File: src/irpc_pkg.sv
`default_nettype none

package irpc_pkg;

   localparam int REG_W     = 15;
   localparam int DATA_W    = 16;
   localparam int CMD_W     = 3;
   localparam int SRC_W     = 4;
   localparam int LEVEL_W   = 3;
   localparam int CNT_W     = 2;
   localparam int NUM_SLOTS = 9;
   localparam int NUM_CIA   = 2;
   localparam int BIT_IDX_W = 4;

   localparam logic [CNT_W-1:0] AUDIO_DELAY = 2'd1;
   localparam logic [CNT_W-1:0] PULSE_DELAY = 2'd2;

   localparam logic [CMD_W-1:0] CMD_TICK       = 3'd0;
   localparam logic [CMD_W-1:0] CMD_WR_ENABLE  = 3'd1;
   localparam logic [CMD_W-1:0] CMD_WR_REQUEST = 3'd2;
   localparam logic [CMD_W-1:0] CMD_PULSE      = 3'd3;
   localparam logic [CMD_W-1:0] CMD_CIA_LINE   = 3'd4;

   localparam logic [SRC_W-1:0] SRC_VBL     = 4'd0;
   localparam logic [SRC_W-1:0] SRC_DSKSYNC = 4'd1;
   localparam logic [SRC_W-1:0] SRC_EXTER   = 4'd2;
   localparam logic [SRC_W-1:0] SRC_DSKBLK  = 4'd3;
   localparam logic [SRC_W-1:0] SRC_TBE     = 4'd4;
   localparam logic [SRC_W-1:0] SRC_BLT     = 4'd5;
   localparam logic [SRC_W-1:0] SRC_AUD0    = 4'd6;
   localparam logic [SRC_W-1:0] SRC_AUD1    = 4'd7;
   localparam logic [SRC_W-1:0] SRC_AUD2    = 4'd8;
   localparam logic [SRC_W-1:0] SRC_AUD3    = 4'd9;
   localparam logic [SRC_W-1:0] SRC_RBF     = 4'd10;

   localparam logic [SRC_W-1:0] LINE_CIA1 = 4'd0;
   localparam logic [SRC_W-1:0] LINE_CIA2 = 4'd1;

   localparam int BIT_DSKBLK  = 1;
   localparam int BIT_CIA1    = 3;
   localparam int BIT_VBL     = 5;
   localparam int BIT_DSKSYNC = 12;
   localparam int BIT_EXTER   = 13;
   localparam int BIT_CIA2    = 13;
   localparam int BIT_MASTER  = 14;
   localparam int BIT_SET     = 15;

   localparam int SLOT_TBE  = 0;
   localparam int SLOT_CIA1 = 1;
   localparam int SLOT_BLT  = 2;
   localparam int SLOT_AUD0 = 3;
   localparam int SLOT_AUD1 = 4;
   localparam int SLOT_AUD2 = 5;
   localparam int SLOT_AUD3 = 6;
   localparam int SLOT_RBF  = 7;
   localparam int SLOT_CIA2 = 8;

   localparam logic [BIT_IDX_W-1:0] SLOT_BIT [NUM_SLOTS] = '{
      4'd0, 4'd3, 4'd6, 4'd7, 4'd8, 4'd9, 4'd10, 4'd11, 4'd13
   };

   localparam logic [REG_W-1:0] MASK_LEVEL6 = 15'h6000;
   localparam logic [REG_W-1:0] MASK_LEVEL5 = 15'h1800;
   localparam logic [REG_W-1:0] MASK_LEVEL4 = 15'h0780;
   localparam logic [REG_W-1:0] MASK_LEVEL3 = 15'h0070;
   localparam logic [REG_W-1:0] MASK_LEVEL2 = 15'h0008;

   typedef struct packed {
      logic [CMD_W-1:0]  cmd;
      logic [DATA_W-1:0] write_data;
      logic [SRC_W-1:0]  source;
      logic              line_level;
   } item_type;

   typedef struct packed {
      logic     valid;
      item_type item;
   } staged_item_type;

   typedef struct packed {
      logic [LEVEL_W-1:0] ipl_level;
      logic               ipl_changed;
      logic [REG_W-1:0]   request_bits;
      logic [REG_W-1:0]   enable_bits;
   } result_type;

   function automatic logic [REG_W-1:0] apply_write(input logic [REG_W-1:0] value,
                                                    input logic [DATA_W-1:0] data);
      if (data[BIT_SET]) begin
         return value | data[REG_W-1:0];
      end
      return value & ~data[REG_W-1:0];
   endfunction

   function automatic logic [LEVEL_W-1:0] encode_level(input logic [REG_W-1:0] enable,
                                                       input logic [REG_W-1:0] request);
      logic [REG_W-1:0] masked;
      masked = enable & request;
      if (!enable[BIT_MASTER] || masked == '0) begin
         return 3'd0;
      end
      if ((masked & MASK_LEVEL6) != '0) return 3'd6;
      if ((masked & MASK_LEVEL5) != '0) return 3'd5;
      if ((masked & MASK_LEVEL4) != '0) return 3'd4;
      if ((masked & MASK_LEVEL3) != '0) return 3'd3;
      if ((masked & MASK_LEVEL2) != '0) return 3'd2;
      return 3'd1;
   endfunction

endpackage

`default_nettype wire

File: src/irpc_in_reg.sv
`default_nettype none

module irpc_in_reg
   import irpc_pkg::*;
(
   input  wire logic              clock,
   input  wire logic              reset,
   input  wire logic              req_valid,
   output logic                   req_ready,
   input  wire logic [CMD_W-1:0]  req_cmd,
   input  wire logic [DATA_W-1:0] req_write_data,
   input  wire logic [SRC_W-1:0]  req_source,
   input  wire logic              req_line_level,
   input  wire logic              advance,
   output staged_item_type        staged
);

   logic     valid_ff;
   logic     valid_in;
   item_type item_ff;
   item_type item_in;
   logic     accept;

   assign req_ready = !valid_ff || advance;
   assign accept    = req_valid && req_ready;

   always_comb begin
      valid_in = valid_ff;
      item_in  = item_ff;
      if (accept) begin
         valid_in           = 1'b1;
         item_in.cmd        = req_cmd;
         item_in.write_data = req_write_data;
         item_in.source     = req_source;
         item_in.line_level = req_line_level;
      end else if (advance) begin
         valid_in = 1'b0;
      end
   end

   always_ff @(posedge clock) begin
      if (reset) begin
         valid_ff <= 1'b0;
      end else begin
         valid_ff <= valid_in;
      end
      item_ff <= item_in;
   end

   assign staged.valid = valid_ff;
   assign staged.item  = item_ff;

endmodule

`default_nettype wire

File: src/irpc_core.sv
`default_nettype none

module irpc_core
   import irpc_pkg::*;
(
   input  wire logic            clock,
   input  wire logic            reset,
   input  wire staged_item_type staged,
   input  wire logic            advance,
   output result_type           result
);

   logic [REG_W-1:0]   enable_ff;
   logic [REG_W-1:0]   enable_in;
   logic [REG_W-1:0]   request_ff;
   logic [REG_W-1:0]   request_in;
   logic [NUM_CIA-1:0] cia_ff;
   logic [NUM_CIA-1:0] cia_in;
   logic [CNT_W-1:0]   cnt_ff [NUM_SLOTS];
   logic [CNT_W-1:0]   cnt_in [NUM_SLOTS];
   logic [LEVEL_W-1:0] level_ff;
   logic [LEVEL_W-1:0] level_in;
   logic               known_cmd;
   item_type           item;

   assign item = staged.item;

   always_comb begin
      enable_in  = enable_ff;
      request_in = request_ff;
      cia_in     = cia_ff;
      cnt_in     = cnt_ff;
      known_cmd  = 1'b1;
      case (item.cmd)
         CMD_TICK: begin
            for (int i = 0; i < NUM_SLOTS; i++) begin
               if (cnt_ff[i] != '0) begin
                  cnt_in[i] = cnt_ff[i] - 2'd1;
                  if (cnt_ff[i] == 2'd1) begin
                     request_in[SLOT_BIT[i]] = 1'b1;
                  end
               end
            end
         end
         CMD_WR_ENABLE: begin
            enable_in = apply_write(enable_ff, item.write_data);
         end
         CMD_WR_REQUEST: begin
            request_in = apply_write(request_ff, item.write_data);
            if (cia_ff[0]) request_in[BIT_CIA1] = 1'b1;
            if (cia_ff[1]) request_in[BIT_CIA2] = 1'b1;
         end
         CMD_PULSE: begin
            case (item.source)
               SRC_VBL:     request_in[BIT_VBL]     = 1'b1;
               SRC_DSKSYNC: request_in[BIT_DSKSYNC] = 1'b1;
               SRC_EXTER:   request_in[BIT_EXTER]   = 1'b1;
               SRC_DSKBLK:  request_in[BIT_DSKBLK]  = 1'b1;
               SRC_TBE:     cnt_in[SLOT_TBE]        = PULSE_DELAY;
               SRC_BLT:     cnt_in[SLOT_BLT]        = PULSE_DELAY;
               SRC_AUD0:    cnt_in[SLOT_AUD0]       = AUDIO_DELAY;
               SRC_AUD1:    cnt_in[SLOT_AUD1]       = AUDIO_DELAY;
               SRC_AUD2:    cnt_in[SLOT_AUD2]       = AUDIO_DELAY;
               SRC_AUD3:    cnt_in[SLOT_AUD3]       = AUDIO_DELAY;
               SRC_RBF:     cnt_in[SLOT_RBF]        = PULSE_DELAY;
               default: ;
            endcase
         end
         CMD_CIA_LINE: begin
            case (item.source)
               LINE_CIA1: begin
                  if (item.line_level && !cia_ff[0]) cnt_in[SLOT_CIA1] = PULSE_DELAY;
                  cia_in[0] = item.line_level;
               end
               LINE_CIA2: begin
                  if (item.line_level && !cia_ff[1]) cnt_in[SLOT_CIA2] = PULSE_DELAY;
                  cia_in[1] = item.line_level;
               end
               default: ;
            endcase
         end
         default: begin
            known_cmd = 1'b0;
         end
      endcase
      level_in = known_cmd ? encode_level(enable_in, request_in) : level_ff;
   end

   always_ff @(posedge clock) begin
      if (reset) begin
         enable_ff  <= '0;
         request_ff <= '0;
         cia_ff     <= '0;
         level_ff   <= '0;
         for (int i = 0; i < NUM_SLOTS; i++) begin
            cnt_ff[i] <= '0;
         end
      end else if (advance) begin
         enable_ff  <= enable_in;
         request_ff <= request_in;
         cia_ff     <= cia_in;
         level_ff   <= level_in;
         cnt_ff     <= cnt_in;
      end
   end

   assign result.ipl_level    = level_in;
   assign result.ipl_changed  = known_cmd && (level_in != level_ff);
   assign result.request_bits = request_in;
   assign result.enable_bits  = enable_in;

endmodule

`default_nettype wire

File: src/irpc_out_reg.sv
`default_nettype none

module irpc_out_reg
   import irpc_pkg::*;
(
   input  wire logic               clock,
   input  wire logic               reset,
   input  wire logic               load,
   input  wire result_type         result,
   output logic                    space,
   output logic                    rsp_valid,
   input  wire logic               rsp_ready,
   output logic [LEVEL_W-1:0]      rsp_ipl_level,
   output logic                    rsp_ipl_changed,
   output logic [REG_W-1:0]        rsp_request_bits,
   output logic [REG_W-1:0]        rsp_enable_bits
);

   logic       valid_ff;
   logic       valid_in;
   result_type result_ff;
   result_type result_in;

   assign space = !valid_ff || rsp_ready;

   always_comb begin
      valid_in  = valid_ff;
      result_in = result_ff;
      if (load) begin
         valid_in  = 1'b1;
         result_in = result;
      end else if (rsp_ready) begin
         valid_in = 1'b0;
      end
   end

   always_ff @(posedge clock) begin
      if (reset) begin
         valid_ff <= 1'b0;
      end else begin
         valid_ff <= valid_in;
      end
      result_ff <= result_in;
   end

   assign rsp_valid        = valid_ff;
   assign rsp_ipl_level    = result_ff.ipl_level;
   assign rsp_ipl_changed  = result_ff.ipl_changed;
   assign rsp_request_bits = result_ff.request_bits;
   assign rsp_enable_bits  = result_ff.enable_bits;

endmodule

`default_nettype wire

File: src/interrupt_request_priority_controller_top.sv
// Interrupt request and priority controller.
// The req channel carries one command item: a tick, an enable or request
// register write, a source pulse, or a new CIA line level. The rsp channel
// returns exactly one result item per command: the encoded priority level,
// a flag telling whether that command changed the level, and the request
// and enable registers as they stand after the command.
// An accepted item is held in an input register, processed by the state
// update logic and written into the result register once that register
// has space, and its result stays on rsp until it is taken. One item is
// accepted and one result delivered in every cycle while the receiver
// takes results; the throughput is set by the single state update
// stage.
// Reset clears the registers, CIA line levels, pending countdowns and the
// current level, and empties both the input and result registers.
// When the receiver stalls, the result register holds its item, the input
// register still takes one more item, and req_ready then drops until the
// result is taken.
`default_nettype none

module interrupt_request_priority_controller_top
   import irpc_pkg::*;
(
   input  wire logic               clock,
   input  wire logic               reset,
   input  wire logic               req_valid,
   output logic                    req_ready,
   input  wire logic [CMD_W-1:0]   req_cmd,
   input  wire logic [DATA_W-1:0]  req_write_data,
   input  wire logic [SRC_W-1:0]   req_source,
   input  wire logic               req_line_level,
   output logic                    rsp_valid,
   input  wire logic               rsp_ready,
   output logic [LEVEL_W-1:0]      rsp_ipl_level,
   output logic                    rsp_ipl_changed,
   output logic [REG_W-1:0]        rsp_request_bits,
   output logic [REG_W-1:0]        rsp_enable_bits
);

   staged_item_type staged;
   result_type      result;
   logic            space;
   logic            advance;

   assign advance = staged.valid && space;

   irpc_in_reg u_in_reg (
      .clock          (clock),
      .reset          (reset),
      .req_valid      (req_valid),
      .req_ready      (req_ready),
      .req_cmd        (req_cmd),
      .req_write_data (req_write_data),
      .req_source     (req_source),
      .req_line_level (req_line_level),
      .advance        (advance),
      .staged         (staged)
   );

   irpc_core u_core (
      .clock   (clock),
      .reset   (reset),
      .staged  (staged),
      .advance (advance),
      .result  (result)
   );

   irpc_out_reg u_out_reg (
      .clock            (clock),
      .reset            (reset),
      .load             (advance),
      .result           (result),
      .space            (space),
      .rsp_valid        (rsp_valid),
      .rsp_ready        (rsp_ready),
      .rsp_ipl_level    (rsp_ipl_level),
      .rsp_ipl_changed  (rsp_ipl_changed),
      .rsp_request_bits (rsp_request_bits),
      .rsp_enable_bits  (rsp_enable_bits)
   );

endmodule

`default_nettype wire

File: config.mk
export PLATFORM = sky130hd
export DESIGN_NAME = interrupt_request_priority_controller_top
export DESIGN_NICKNAME = d
export VERILOG_FILES = /design/src/irpc_pkg.sv /design/src/irpc_in_reg.sv /design/src/irpc_core.sv /design/src/irpc_out_reg.sv /design/src/interrupt_request_priority_controller_top.sv
export SDC_FILE = /design/constraint.sdc
export NUM_CORES = 1
export LEC_CHECK = 0
export CORE_ASPECT_RATIO = 2
export CORE_MARGIN = 10
export CORE_UTILIZATION = 40
export DETAILED_ROUTE_END_ITERATION = 12
export DONT_BUFFER_PORTS = 1
export PLACE_DENSITY = 0.64
export SLEW_MARGIN = 40
export SYNTH_ARGS = -nofsm -noshare
export SYNTH_HDL_FRONTEND = slang
export SYNTH_SLANG_ARGS = --single-unit
File: constraint.sdc
create_clock -name clock -period 2.8 [get_ports clock]
set_input_delay 0.56 -clock clock [delete_from_list [all_inputs] [get_ports clock]]
set_output_delay 0.56 -clock clock [all_outputs]
set_load 0.02 [all_outputs]
==> results.toml <==
[status]
status = "finished with violations"
violations = "setup timing"

[clocking]
numCtsBuffers = 17
clk_path_buf_depth = 2
cts-root-buf = "clkbuf_16"
path_clk_slew_ns = 0.05
insertion_delay_ns = 0.41
ctsHoldBuffers = 0
cts_num_sinks = 113
cts_max_level = 4
tritoncts = "done"

[die]
rows = 59
core-area_um2 = 13000
die_x_um = 102
die_area_um2 = 18600
num_io_pins = 64
chipHeight_um = 183
start_util_pct = 40.9

[worst_setup_path]
critPathMaxStageDelay_ns = 0.56
crit_fanout = 19
cp-end-kind = "flop"
arrival_ns = 2.99
crit_required_ns = 2.96
worstPathCellList = "buf_6, nor4bb_2, mux2i_1, nor2_2, or4_4, or4_1, a22oi_2, o21ai_1"
cp-start-kind = "flop"
slowest_stage = "or4_4"
worstSetupPathType = "reg -> reg"

[logic_synthesis]
synthDistinctLibCells = 63
avgSynthCellArea_um2 = 9.98
syn_nets = 570
ys_ff_latch = 113
syn-instance-count = 533
yosysSeqAreaShare_pct = 53.5
yosysWarnings = 0
synth_edf_count = 58
netlist_area_um2 = 5320
ys.flop_type = "edfxtp_1"
synth-async-reset-ratio_pct = 0

[timing]
fin_crit_ns = 2.83
drv_slew = 0
fmax_mhz = 353
setup_slack_ns = -0.0290
fin_tns_setup_ns = -0.0290
finalSetupViolations = 1
finalHoldWorstSlack_ns = 0.214
min_period_over_period_pct = 101
rsz0062_at_grt = "true"
fin_skew_ns = 0.00968
worst_pin_slew_ns = 0.681
maxSlewHeadroom_pct = 54.5
finalHoldViolations = 0

[drt]
wl_mm = 14.4
ant_nets = 0
avgViaCountPerCell = 5.61
drc = 0
drtPass1Iterations = 5
drt_iter0_drc = 223
via_count = 4211
wl_per_cell_um = 19.1

[placed_design]
place_area_um2 = 5810
dp_hpwl_mm = 10.2
port_buffers = 0
place_ws_ns = -0.0568
gp_congestion = 0.906

[cells_and_area]
layout_commonest_cell = "nor2_1"
stdcell_area_um2 = 6550
multiInputGateArea_um2 = 2300
drive_gt1_share_pct = 19.7
register_area_um2 = 2840
fill_cells = 1167
diodes = 0
syn_to_final_growth_pct = 23.1
final_cell_mix = "81 x nor2_1, 58 x buf_4, 58 x edfxtp_1, 55 x dfxtp_1, 37 x inv_1"
layout.nets = 623

[pwr]
ir_drop_uv = 571
power.density_nw_per_um2 = 680
cellLeakagePower_nw = 2.47

[run]
max_cap_viol_count = 0

[global_routing]
antenna_found_initial = 0
grt_overflow = 0
grt_pass1_vias = 4282
grt_pass1_wl_mm = 22.3
grt_max_degree = 85
grt_use_total_pct = 15.4

[min_path]
hold_path.class = "in -> reg"
-- registers in the layout (all words and copies together) (netlist names) --
signal and cells:
u_out_reg.rsp_ipl_level 3, u_in_reg.staged 24, u_core.enable_ff 15, u_core.request_ff 15, u_out_reg.rsp_request_bits 15, u_core.cia_ff 2, u_core.level_ff 3, u_out_reg.rsp_enable_bits 15
u_out_reg.rsp_ipl_changed 1, u_out_reg.rsp_valid 1, u_core.cnt_ff 18, u_in_reg.valid_ff 1
-- repair_timing --
item | CTS | global route
setup buffers | 1 | 5
setup endpoints to repair | 1 | 3
resized for setup | 9 | 11
pin swaps | 0 | 4
-- cell usage after synthesis, types with 2 or more instances --
cell type / n / area, um^2
nor2_1: 82 / 308
edfxtp_1: 58 / 1740
dfxtp_1: 55 / 1100
inv_1: 37 / 139
nand2_1: 32 / 120
a21oi_1: 28 / 140
a211oi_1: 27 / 203
mux2i_1: 22 / 220
o21ai_0: 20 / 100
nor3_1: 19 / 95.1
nor2b_1: 18 / 113
clkbuf_1: 13 / 48.8
nor4bb_1: 12 / 120
nand3_1: 10 / 50.1
ha_1: 9 / 113
a31oi_1: 8 / 50.1
o21a_1: 8 / 60.1
buf_1: 6 / 22.5
buf_2: 6 / 30.0
nand2b_1: 5 / 31.3
mux2_2: 4 / 45.0
or3_1: 4 / 25.0
o32a_1: 3 / 30.0
a22o_1: 2 / 17.5
a311oi_1: 2 / 17.5
buf_4: 2 / 15.0
nor4_1: 2 / 12.5
o21ai_1: 2 / 10.0
o22a_1: 2 / 17.5
or4_4: 2 / 22.5
-- power by group --
| group | switching (mW) | internal (mW) | leakage, nW |
|---|---|---|---|
| Clock | 0.740 | 1.38 | 0.285 |
| Combinational | 0.220 | 0.180 | 1.18 |
| Sequential | 0.0929 | 1.84 | 1.01 |
| Total | 1.05 | 3.40 | 2.47 |
-- cell families (layout without fill, tap and decap cells) --
group                      Yosys count  count (layout)  synth area share, %
DFF                                113             113                 53.5
and+or+nand+nor                    200             200                 19.3
AOI/OAI and AO/OA                  119             119                 15.1
buffers and inverters               66             132                 5.08
muxes                               26              26                 4.99
adders and majority gates            9               9                 2.12
-- final timing paths --
check | startpoint | end | slack (ns) | cells past startpoint
setup / recovery | u_in_reg.staged[21] | u_out_reg.rsp_ipl_changed | -0.03 | 8
hold / removal | reset | u_core.cnt_ff[11] | 0.21 | 1
setup reg to reg | u_in_reg.staged[21] | u_out_reg.rsp_ipl_changed | -0.03 | 8
hold reg to reg | u_core.cnt_ff[6] | u_core.cnt_ff[6] | 0.49 | 1
-- layer usage --
metal / share of wire, % / track usage, % / vias to the layer above
li1: - / - / 2037
met3: 3.6 / 3.61 / 28
met4: 3.0 / 7.51 / 0
met5: 0 / 0 / -
met2: 55 / 28.0 / 111
met1: 38 / 15.9 / 2035
-- area by class of cell --
class | instances | area share (%)
inverter | 38 | 2.18
clock buffer | 19 | 6.61
tap | 152 | 2.91
multi-input combinational | 354 | 35.2
sequential | 113 | 43.4
clock inverter | 13 | 2.20
timing repair buffer | 62 | 7.47
-- worst max-delay path: cells and delay by family, from the launching register on --
family          cells  cell delay (ns)
simple gates        4             1.47
flops               1             0.37
buf+inv             1             0.17
mux                 1             0.33
compound gates      2             0.22
-- metrics by stage --
step	util [%]	total power, mW	instances
floorplan	-	2.19	533
global placement	44.7	2.33	713
detailed placement	44.8	2.34	713
CTS	49.7	4.46	746
global route	50.4	4.60	751
finish	50.4	4.45	751
No activity file was read; power rests on OpenSTA's default activity.
